### config.mk
export PLATFORM = sky130hd
export DESIGN_NAME = checked_humidity_temperature_decode
export DESIGN_NICKNAME = d
export VERILOG_FILES = /design/src/rtl/core/chtd_pkg.sv /design/src/rtl/core/chtd_convert.sv /design/src/rtl/core/checked_humidity_temperature_decode.sv
export VERILOG_INCLUDE_DIRS = /design/src /design/src/rtl/core
export SDC_FILE = /design/constraint.sdc
export NUM_CORES = 1
export LEC_CHECK = 0
export BUFFER_PORTS_ARGS = -buffer_cell sky130_fd_sc_hd__buf_2
export CAP_MARGIN = 20
export CELL_PAD_IN_SITES_DETAIL_PLACEMENT = 1
export CELL_PAD_IN_SITES_GLOBAL_PLACEMENT = 1
export CORE_MARGIN = 10
export CORE_UTILIZATION = 35
export CTS_CLUSTER_SIZE = 28
export DETAILED_ROUTE_END_ITERATION = 10
export GPL_TIMING_DRIVEN = 0
export PLACE_DENSITY_LB_ADDON = 0.3
export SYNTH_ARGS = -nofsm -noshare
export SYNTH_HDL_FRONTEND = slang
export SYNTH_SLANG_ARGS = --single-unit
### constraint.sdc
create_clock -name clk -period 10.7 [get_ports clk]
set_clock_uncertainty 0.15 [all_clocks]
set_input_delay 0 -clock clk [delete_from_list [all_inputs] [get_ports clk]]
set_output_delay 0 -clock clk [all_outputs]
set_load 0.01 [all_outputs]
### src/rtl/core/checked_humidity_temperature_decode_assert.svh
// assertion macros for the checked humidity/temperature decoder
`ifndef CHECKED_HUMIDITY_TEMPERATURE_DECODE_ASSERT_SVH
`define CHECKED_HUMIDITY_TEMPERATURE_DECODE_ASSERT_SVH

// checked outside reset only
`define CHTD_ASSERT_RUN(label, prop, msg) \
  label: assert property (@(posedge clk) disable iff (!rst_n) prop) else $error(msg);

// checked on every edge, reset included
`define CHTD_ASSERT_ALWAYS(label, prop, msg) \
  label: assert property (@(posedge clk) prop) else $error(msg);

`endif

### src/rtl/core/chtd_pkg.sv
// shared types, constants and crc function of the humidity/temperature decoder
package chtd_pkg;

  typedef enum logic [1:0] {
    POS_HIGH  = 2'd0,
    POS_LOW   = 2'd1,
    POS_CHECK = 2'd2
  } pos_t;

  localparam logic [7:0]  CRC_POLY    = 8'h31;
  localparam logic [15:0] STATUS_MASK = 16'hFFFC;
  localparam logic [14:0] TEMP_SCALE  = 15'd17572;
  localparam logic [14:0] RH_SCALE    = 15'd12500;
  localparam logic [15:0] TEMP_OFFSET = 16'd4685;
  localparam logic [15:0] RH_OFFSET   = 16'd600;

  typedef struct packed {
    logic signed [14:0] value_centi;
    logic [15:0]        raw_word;
  } chtd_result_t;

  function automatic logic [7:0] crc8_update(input logic [7:0] crc, input logic [7:0] b);
    logic [7:0] c;
    c = crc ^ b;
    for (int i = 0; i < 8; i++) begin
      if (c[7]) begin
        c = {c[6:0], 1'b0} ^ CRC_POLY;
      end else begin
        c = {c[6:0], 1'b0};
      end
    end
    return c;
  endfunction

endpackage

### src/rtl/core/chtd_convert.sv
// raw sensor word to signed hundredths conversion
module chtd_convert
  import chtd_pkg::*;
(
  input  logic [7:0]   high_byte,
  input  logic [7:0]   low_byte,
  input  logic         is_temperature,
  output chtd_result_t result
);

  logic [15:0] raw;
  logic [14:0] scale;
  logic [15:0] offset;
  logic [30:0] product;
  logic [15:0] value_wide;

  assign raw     = {high_byte, low_byte} & STATUS_MASK;
  assign scale   = is_temperature ? TEMP_SCALE : RH_SCALE;
  assign offset  = is_temperature ? TEMP_OFFSET : RH_OFFSET;
  assign product = {15'd0, raw} * {16'd0, scale};

  assign value_wide = {1'b0, product[30:16]} - offset;

  assign result.value_centi = signed'(value_wide[14:0]);
  assign result.raw_word    = raw;

endmodule

### src/rtl/core/checked_humidity_temperature_decode.sv
// checked humidity/temperature decoder top level
//
// input beats carry one sensor byte each: data high, data low, then checksum.
// in_tuser[0] marks the first byte of a measurement and restarts the frame,
// in_tuser[1] tells temperature from humidity and is taken with the checksum.
// after the checksum byte one output beat comes out with the converted value
// in signed hundredths, the raw word with its status bits cleared, a crc-8
// (poly 0x31, init 0) error flag and the measurement kind; the first two
// bytes give no output beat.
// the checksum beat is first held in the input register, then its result is
// written to the output register, from which it can be taken.
// throughput: one byte per cycle unless out_tready stalls the output, set by
// the combinational crc and multiply between the input and output registers.
// reset clears the byte position, crc and both valid bits.
// when out_tready is low the result holds in the output register and the next
// byte still waits in the input register; in_tready then drops until the
// output register frees up.
module checked_humidity_temperature_decode
  import chtd_pkg::*;
(
  input  logic        clk,
  input  logic        rst_n,
  input  logic        in_tvalid,
  output logic        in_tready,
  input  logic [7:0]  in_tdata,   // rx_byte[7:0]
  input  logic [1:0]  in_tuser,   // frame_start[0], is_temperature[1]
  output logic        out_tvalid,
  input  logic        out_tready,
  output logic [31:0] out_tdata,  // value_centi[14:0], raw_word[30:15], zero[31]
  output logic [1:0]  out_tuser   // crc_error[0], was_temperature[1]
);

  logic         s1_valid_r;
  logic [7:0]   s1_byte_r;
  logic         s1_start_r;
  logic         s1_temp_r;

  pos_t         pos_r, pos_nxt, pos_eff;
  logic [7:0]   high_r, high_nxt;
  logic [7:0]   low_r, low_nxt;
  logic [7:0]   crc_r, crc_nxt;
  logic         emit;

  logic         out_valid_r;
  chtd_result_t out_res_r;
  logic         out_crc_err_r;
  logic         out_temp_r;

  chtd_result_t conv_res;
  logic         advance;
  logic         step;

  assign advance   = !out_valid_r || out_tready;
  assign in_tready = !s1_valid_r || advance;
  assign step      = s1_valid_r && advance;
  assign pos_eff   = s1_start_r ? POS_HIGH : pos_r;

  // byte position
  always_comb begin
    case (pos_eff)
      POS_HIGH:  pos_nxt = POS_LOW;
      POS_LOW:   pos_nxt = POS_CHECK;
      POS_CHECK: pos_nxt = POS_HIGH;
      default:   pos_nxt = POS_LOW;
    endcase
  end

  // data bytes, crc and result strobe
  always_comb begin
    high_nxt = high_r;
    low_nxt  = low_r;
    crc_nxt  = crc_r;
    emit     = 1'b0;
    case (pos_eff)
      POS_HIGH: begin
        high_nxt = s1_byte_r;
        crc_nxt  = crc8_update(8'd0, s1_byte_r);
      end
      POS_LOW: begin
        low_nxt = s1_byte_r;
        crc_nxt = crc8_update(crc_r, s1_byte_r);
      end
      POS_CHECK: begin
        crc_nxt = 8'd0;
        emit    = 1'b1;
      end
      default: begin
        high_nxt = s1_byte_r;
        crc_nxt  = crc8_update(8'd0, s1_byte_r);
      end
    endcase
  end

  chtd_convert u_convert (
    .high_byte      (high_r),
    .low_byte       (low_r),
    .is_temperature (s1_temp_r),
    .result         (conv_res)
  );

  always_ff @(posedge clk) begin
    if (!rst_n) begin
      s1_valid_r <= 1'b0;
    end else if (in_tready) begin
      s1_valid_r <= in_tvalid;
    end
  end

  always_ff @(posedge clk) begin
    if (in_tready && in_tvalid) begin
      s1_byte_r  <= in_tdata;
      s1_start_r <= in_tuser[0];
      s1_temp_r  <= in_tuser[1];
    end
  end

  always_ff @(posedge clk) begin
    if (!rst_n) begin
      pos_r  <= POS_HIGH;
      high_r <= 8'd0;
      low_r  <= 8'd0;
      crc_r  <= 8'd0;
    end else if (step) begin
      pos_r  <= pos_nxt;
      high_r <= high_nxt;
      low_r  <= low_nxt;
      crc_r  <= crc_nxt;
    end
  end

  always_ff @(posedge clk) begin
    if (!rst_n) begin
      out_valid_r <= 1'b0;
    end else if (advance) begin
      out_valid_r <= step && emit;
    end
  end

  always_ff @(posedge clk) begin
    if (step && emit) begin
      out_res_r     <= conv_res;
      out_crc_err_r <= (crc_r != s1_byte_r);
      out_temp_r    <= s1_temp_r;
    end
  end

  assign out_tvalid = out_valid_r;
  assign out_tdata  = {1'b0, out_res_r.raw_word, out_res_r.value_centi};
  assign out_tuser  = {out_temp_r, out_crc_err_r};

`include "checked_humidity_temperature_decode_assert.svh"

  `CHTD_ASSERT_ALWAYS(a_reset_clears_out, !rst_n |=> !out_valid_r, "output valid after reset")
  `CHTD_ASSERT_RUN(a_checksum_gives_beat, step && emit |=> out_valid_r, "checksum beat lost")
  `CHTD_ASSERT_RUN(a_stall_only_when_full, !in_tready |-> s1_valid_r && out_valid_r && !out_tready, "input stalled with room")

endmodule
Yosys cells after proc, flatten, opt, wreduce, memory -nomap -nowiden
Cells that the tools add are included.
Widths: inputs -> output; s select.
{ "op_classes": {"n_addsub": 1, "n_mul": 1, "n_eq_ne": 3, "mux": 50, "bitwise_logic": 25, "n_reduce_logical": 12} }
{ "op_table": {"columns": ["cell", "count"], "rows": [
  ["$mux 8", 21],
  ["$mux 6", 23],
  ["$not 3->3", 23],
  ["$mul 14x15->29", 1],
  ["$pmux 8 s3", 1],
  ["$mux 15", 1],
  ["$sub 15x13->15", 1],
  ["$mux 13", 1],
  ["$ne 8x8->1", 1],
  ["$xor 8x8->8", 1],
  ["$pmux 2 s2", 1],
  ["$reduce_and 2->1", 2],
  ["$logic_and 1x1->1", 3],
  ["$reduce_or 3->1", 1],
  ["$eq 2x1->1 const B", 1],
  ["$eq 2x2->1 const B", 1],
  ["$logic_not 1->1", 2],
  ["$logic_not 2->1", 1],
  ["$logic_or 1x1->1", 2],
  ["$mux 2", 1],
  ["$reduce_or 2->1", 1],
  ["$mux 1", 1],
  ["$not 1->1", 1]
]} }
{ "totals": {"reg_bits": 69, "input_bits": 14, "out_inout_bits": 36, "wordCells": 105} }

Logic depth before layout (Yosys ltp)
{ "logic_depth": {"ltp_word": 25, "ltp_mapped": 32} }

Modules after synthesis
From an unflattened synthesis, not the netlist that was laid out.
{ "hier_totals": {"cells_unflattened": 729, "hier_area_um2": 7579.8} }
{ "modules_own_cells": {"columns": ["module", "n_inst", "cells_per_inst", "area_per_inst_um2", "seq_area_each_um2"], "rows": [
  ["chtd_convert", 1, 526, 4705.8, 0.0],
  ["checked_humidity_temperature_decode", 1, 203, 2874.0, 1851.8]
]} }

Worst setup path before layout
No wires, ideal clock.
{ "synth_timing": {"kind": "register to register", "start": "register s1_temp_r", "end": "register out_res_r, in the netlist out_tdata[14], data pin", "setup_ps": 266, "arrival_time_ps": 6946, "required_time_ps": 10284, "path_slack_ps": 3339, "path_stages_with_launch": 32, "path_buffers": 2, "synth_period_minus_slack_ps": 7361, "path_cell_list": "edfxtp_1 -> buf_2 -> clkbuf_1 -> nand2_1 -> inv_1 -> or2_2 -> ha_1 -> inv_1 -> fa_1 -> inv_1 -> ha_1 -> fa_1 -> fa_1 -> inv_1 -> fa_1 -> inv_1 -> ha_1 -> and4_1 -> a21boi_1 -> a211oi_1 -> nand2b_1 -> a21oi_1 -> nor2_1 -> xnor2_1 -> ha_1 -> nor4bb_1 -> a221oi_1 -> o311ai_1 -> a22o_1 -> a2111oi_0 -> a2111oi_1 -> nor4bb_1"} }
{ "synth_lines": {"columns": ["item", "line_no", "text"], "rows": [
  ["start: declaration", "checked_humidity_temperature_decode.sv:36", "logic s1_temp_r;"],
  ["start signal: assignment", "checked_humidity_temperature_decode.sv:113", "s1_temp_r <= in_tuser[1];"],
  ["end signal: assignment", "checked_humidity_temperature_decode.sv:141", "out_res_r <= conv_res;"],
  ["end: declaration", "checked_humidity_temperature_decode.sv:45", "chtd_result_t out_res_r;"]
]} }

==> impl_metrics.tcl <==
set metrics [dict create \
    status "finished, final reports clean" \
    startpoint_type "flip-flop" \
    ios 50 \
    synth_top_area_share_pct 20.0 \
    clockPowerShare_pct 30.5 \
    p_per_area_nw_per_um2 124 \
    netlist_instances 761 \
    cts_buffers 9 \
    cts_resized 0 \
    finish.instance_area_um2 8600 \
    antenna_cells 0 \
    grt_pass1_vias 5942 \
    h-tree-depth 3 \
    p_seq_share_pct 28.6 \
    final_nets 1044 \
    drt_iter0_markers 251 \
    ctsRootBufferMaster "clkbuf_16" \
    cts_setup_buffers 0 \
    slew_violations 0 \
    multiInputGateArea_um2 5200 \
    antenna_found_initial 0 \
    n_fill_cell 2394 \
    clock_path_buffers 2 \
    gp_congestion 0.844 \
    setup_tns_ns 0 \
    synth-adder-area-share_pct 36.9 \
    final_layout_size_suffix_gt1_share_pct 9.86 \
    netlist_top_cells_area "ha_1, fa_1, edfxtp_1" \
    wl_um 18400 \
    clock_latency_ns 0.35 \
    ant_nets 0 \
    final_cell_count_no_fill 1127 \
    max-cap-violations 0 \
    synthSimpleGateAreaFrac_pct 12.6 \
    ys_ff_latch 67 \
    synth_cell_types 71 \
    crit_path_end_kind "flip-flop" \
    initial_core_util_pct 35.6 \
    tightest_slew_ns 0.595 \
    fp.dieW_um 166 \
    clock.fmax_mhz 113 \
    comb_power_share_pct 40.9 \
    wl_per_cell_um 16.3 \
    yosys_warnings 0 \
    synth_edf_count 41 \
    core_area_um2 21000 \
    track_usage_pct 13.4 \
    die-height_um 166 \
    fin_crit_sh_pct 83.0 \
    setup_ws_ns 1.82 \
    switching_power_uw 376 \
    total_power_uw 1070 \
    p_int_uw 695 \
    clk_pin_slew_ns 0.06 \
    dpl.cell_count 1097 \
    slowest_delay_ns 0.53 \
    hp-class "in2reg" \
    ctsHoldBuffers 14 \
    layout.area.seq_um2 1750 \
    grt_max_degree 24 \
    preCtsSetupSlack_ns 1.91 \
    synth_compound_area_share_pct 11.2 \
    cp.required_ns 10.70 \
    path_class "reg2reg" \
    critical-path-top-delay-family "adder cells" \
    vias 5559 \
    cp_num_buf_inv 6 \
    synthToLayoutAreaGrowth_pct 14.9 \
    drc 0 \
    grt_pass1_wl_um 30500 \
    crit_fanout 10 \
    synthFlopType "edfxtp_1" \
    std_cell_rows 53 \
    finalCriticalPeriod_ns 8.88 \
    cts_tree "built" \
    io_buffer_count 46 \
    p_sw_share_pct 35.1 \
    rsz0062_at_grt "false" \
    synth_area_leader_cell "ha_1" \
    yosysSeqAreaShare_pct 23.4 \
    synth_mux_area_share_pct 0.150 \
    hold_viol 0 \
    avgViaCountPerCell 4.93 \
    p_leak_uw 0.00441 \
    synth_xor_xnor_area_share_pct 7.68 \
    avgSynthCellArea_um2 9.84 \
    crit_path_top_delay_cell "edfxtp_1" \
    synth_top_family_by_area "adder cells" \
    clock_sinks 67 \
    vdd_drop_max_mv 0.0620 \
    async_flop_share_pct 0 \
    dpl_cell_area_um2 8140 \
    worstPathArrival_ns 8.88 \
    drt_first_pass_iters 5 \
    overflow 0 \
    relSlewSlack_pct 60.3 \
    hpwl_um 15000 \
    setup_viol 0 \
    die_area_um2 27700 \
    cp_common_cell "fa_1" \
    syn-cell-area_um2 7490 \
]
Yosys cell counts, types with 16 or more instances:
library cell / number
nor2_1: 23
xor2_1: 21
xnor2_1: 42
inv_1: 116
fa_1: 63
clkbuf_1: 23
a21boi_0: 20
dfxtp_1: 26
nand3_1: 18
nand2_1: 66
edfxtp_1: 41
a21oi_1: 16
ha_1: 120
area by class of cell:
class | count | share of cell area [%]
Tap cell | 275 | 4.00
Sequential cell | 67 | 20.4
Timing Repair Buffer | 61 | 4.63
Multi-Input combinational cell | 558 | 60.4
Clock buffer | 10 | 2.66
Buffer | 33 | 1.77
Clock inverter | 6 | 1.03
Inverter | 117 | 5.11
power by group through the flow:
stage	Clock (µW)	Sequential [µW]	Combinational (µW)
after floorplan	0	308	344
after global placement	0	311	431
after detailed placement	0	312	437
after CTS	335	306	446
after global routing	344	307	502
final	327	306	438
state kept, by name, summed over array words and instances, names as in the netlist:
signal / flops
out_temp_r: 1
out_tvalid: 1
s1_temp_r: 1
s1_start_r: 1
crc_r: 8
s1_byte_r: 8
low_r: 6
out_tdata: 29
high_r: 8
pos_r: 2
s1_valid_r: 1
out_crc_err_r: 1
worst register-to-register path, delay by kind of cell, from the launching register on:
family | cells | cell delay [ns]
flip-flops | 1 | 0.53
AND/OR/NAND/NOR | 6 | 1.36
buffers and inverters | 6 | 1.44
adder cells (fa/ha/maj) | 7 | 3.02
XOR/XNOR | 1 | 0.13
AO/OA/AOI/OAI | 8 | 2.07
cells by family (layout without fill, tap and decap cells):
kind of cell	Yosys count	in the layout
simple gates	183	183
other cells	2	16
mux	1	1
xor+xnor	64	64
fa+ha+maj	183	183
compound gates	111	111
buf+inv	150	227
flops	67	67
path summary, 6_finish.rpt:
check	slack, ns	from	cells after the start	end
worst max-delay path	1.82	s1_temp_r$_DFFE_PP_	28	out_tdata[14]$_DFFE_PP_
worst min-delay path	0.18	out_tready	5	crc_r[2]$_SDFFE_PN0P_
worst max register to register	1.82	s1_temp_r$_DFFE_PP_	28	out_tdata[14]$_DFFE_PP_
worst min register to register	0.33	pos_r[1]$_SDFFE_PN0P_	2	pos_r[1]$_SDFFE_PN0P_
per-layer routing:
layer / track usage [%] / part of all wire (%) / vias to the layer above
met2: 22.3 / 48 / 57
met5: 0 / 0 / -
met1: 17.5 / 48 / 2745
li1: - / - / 2740
met3: 2.11 / 3.0 / 17
met4: 4.09 / 1.5 / 0
metrics by stage:
stage               hold slack (ns)  utilization [%]
floorplan                   -0.0511                -
global placement             0.0279             38.6
detailed placement           0.0290             38.7
CTS                           0.159             40.9
global route                  0.222             40.9
finish                        0.184             40.9
layout by cell type, fill, tap and decap left out, types with 21 or more instances in the layout:
| master | netlist | routed |
|---|---|---|
| fa_1 | 63 | 63 |
| inv_1 | 116 | 116 |
| dfxtp_1 | 26 | 26 |
| buf_2 | 2 | 48 |
| clkbuf_1 | 23 | 24 |
| nor2_1 | 23 | 23 |
| edfxtp_1 | 41 | 41 |
| xor2_1 | 21 | 21 |
| nand2_1 | 66 | 66 |
| xnor2_1 | 42 | 42 |
| ha_1 | 120 | 120 |
(Power assumes the default switching activity.)
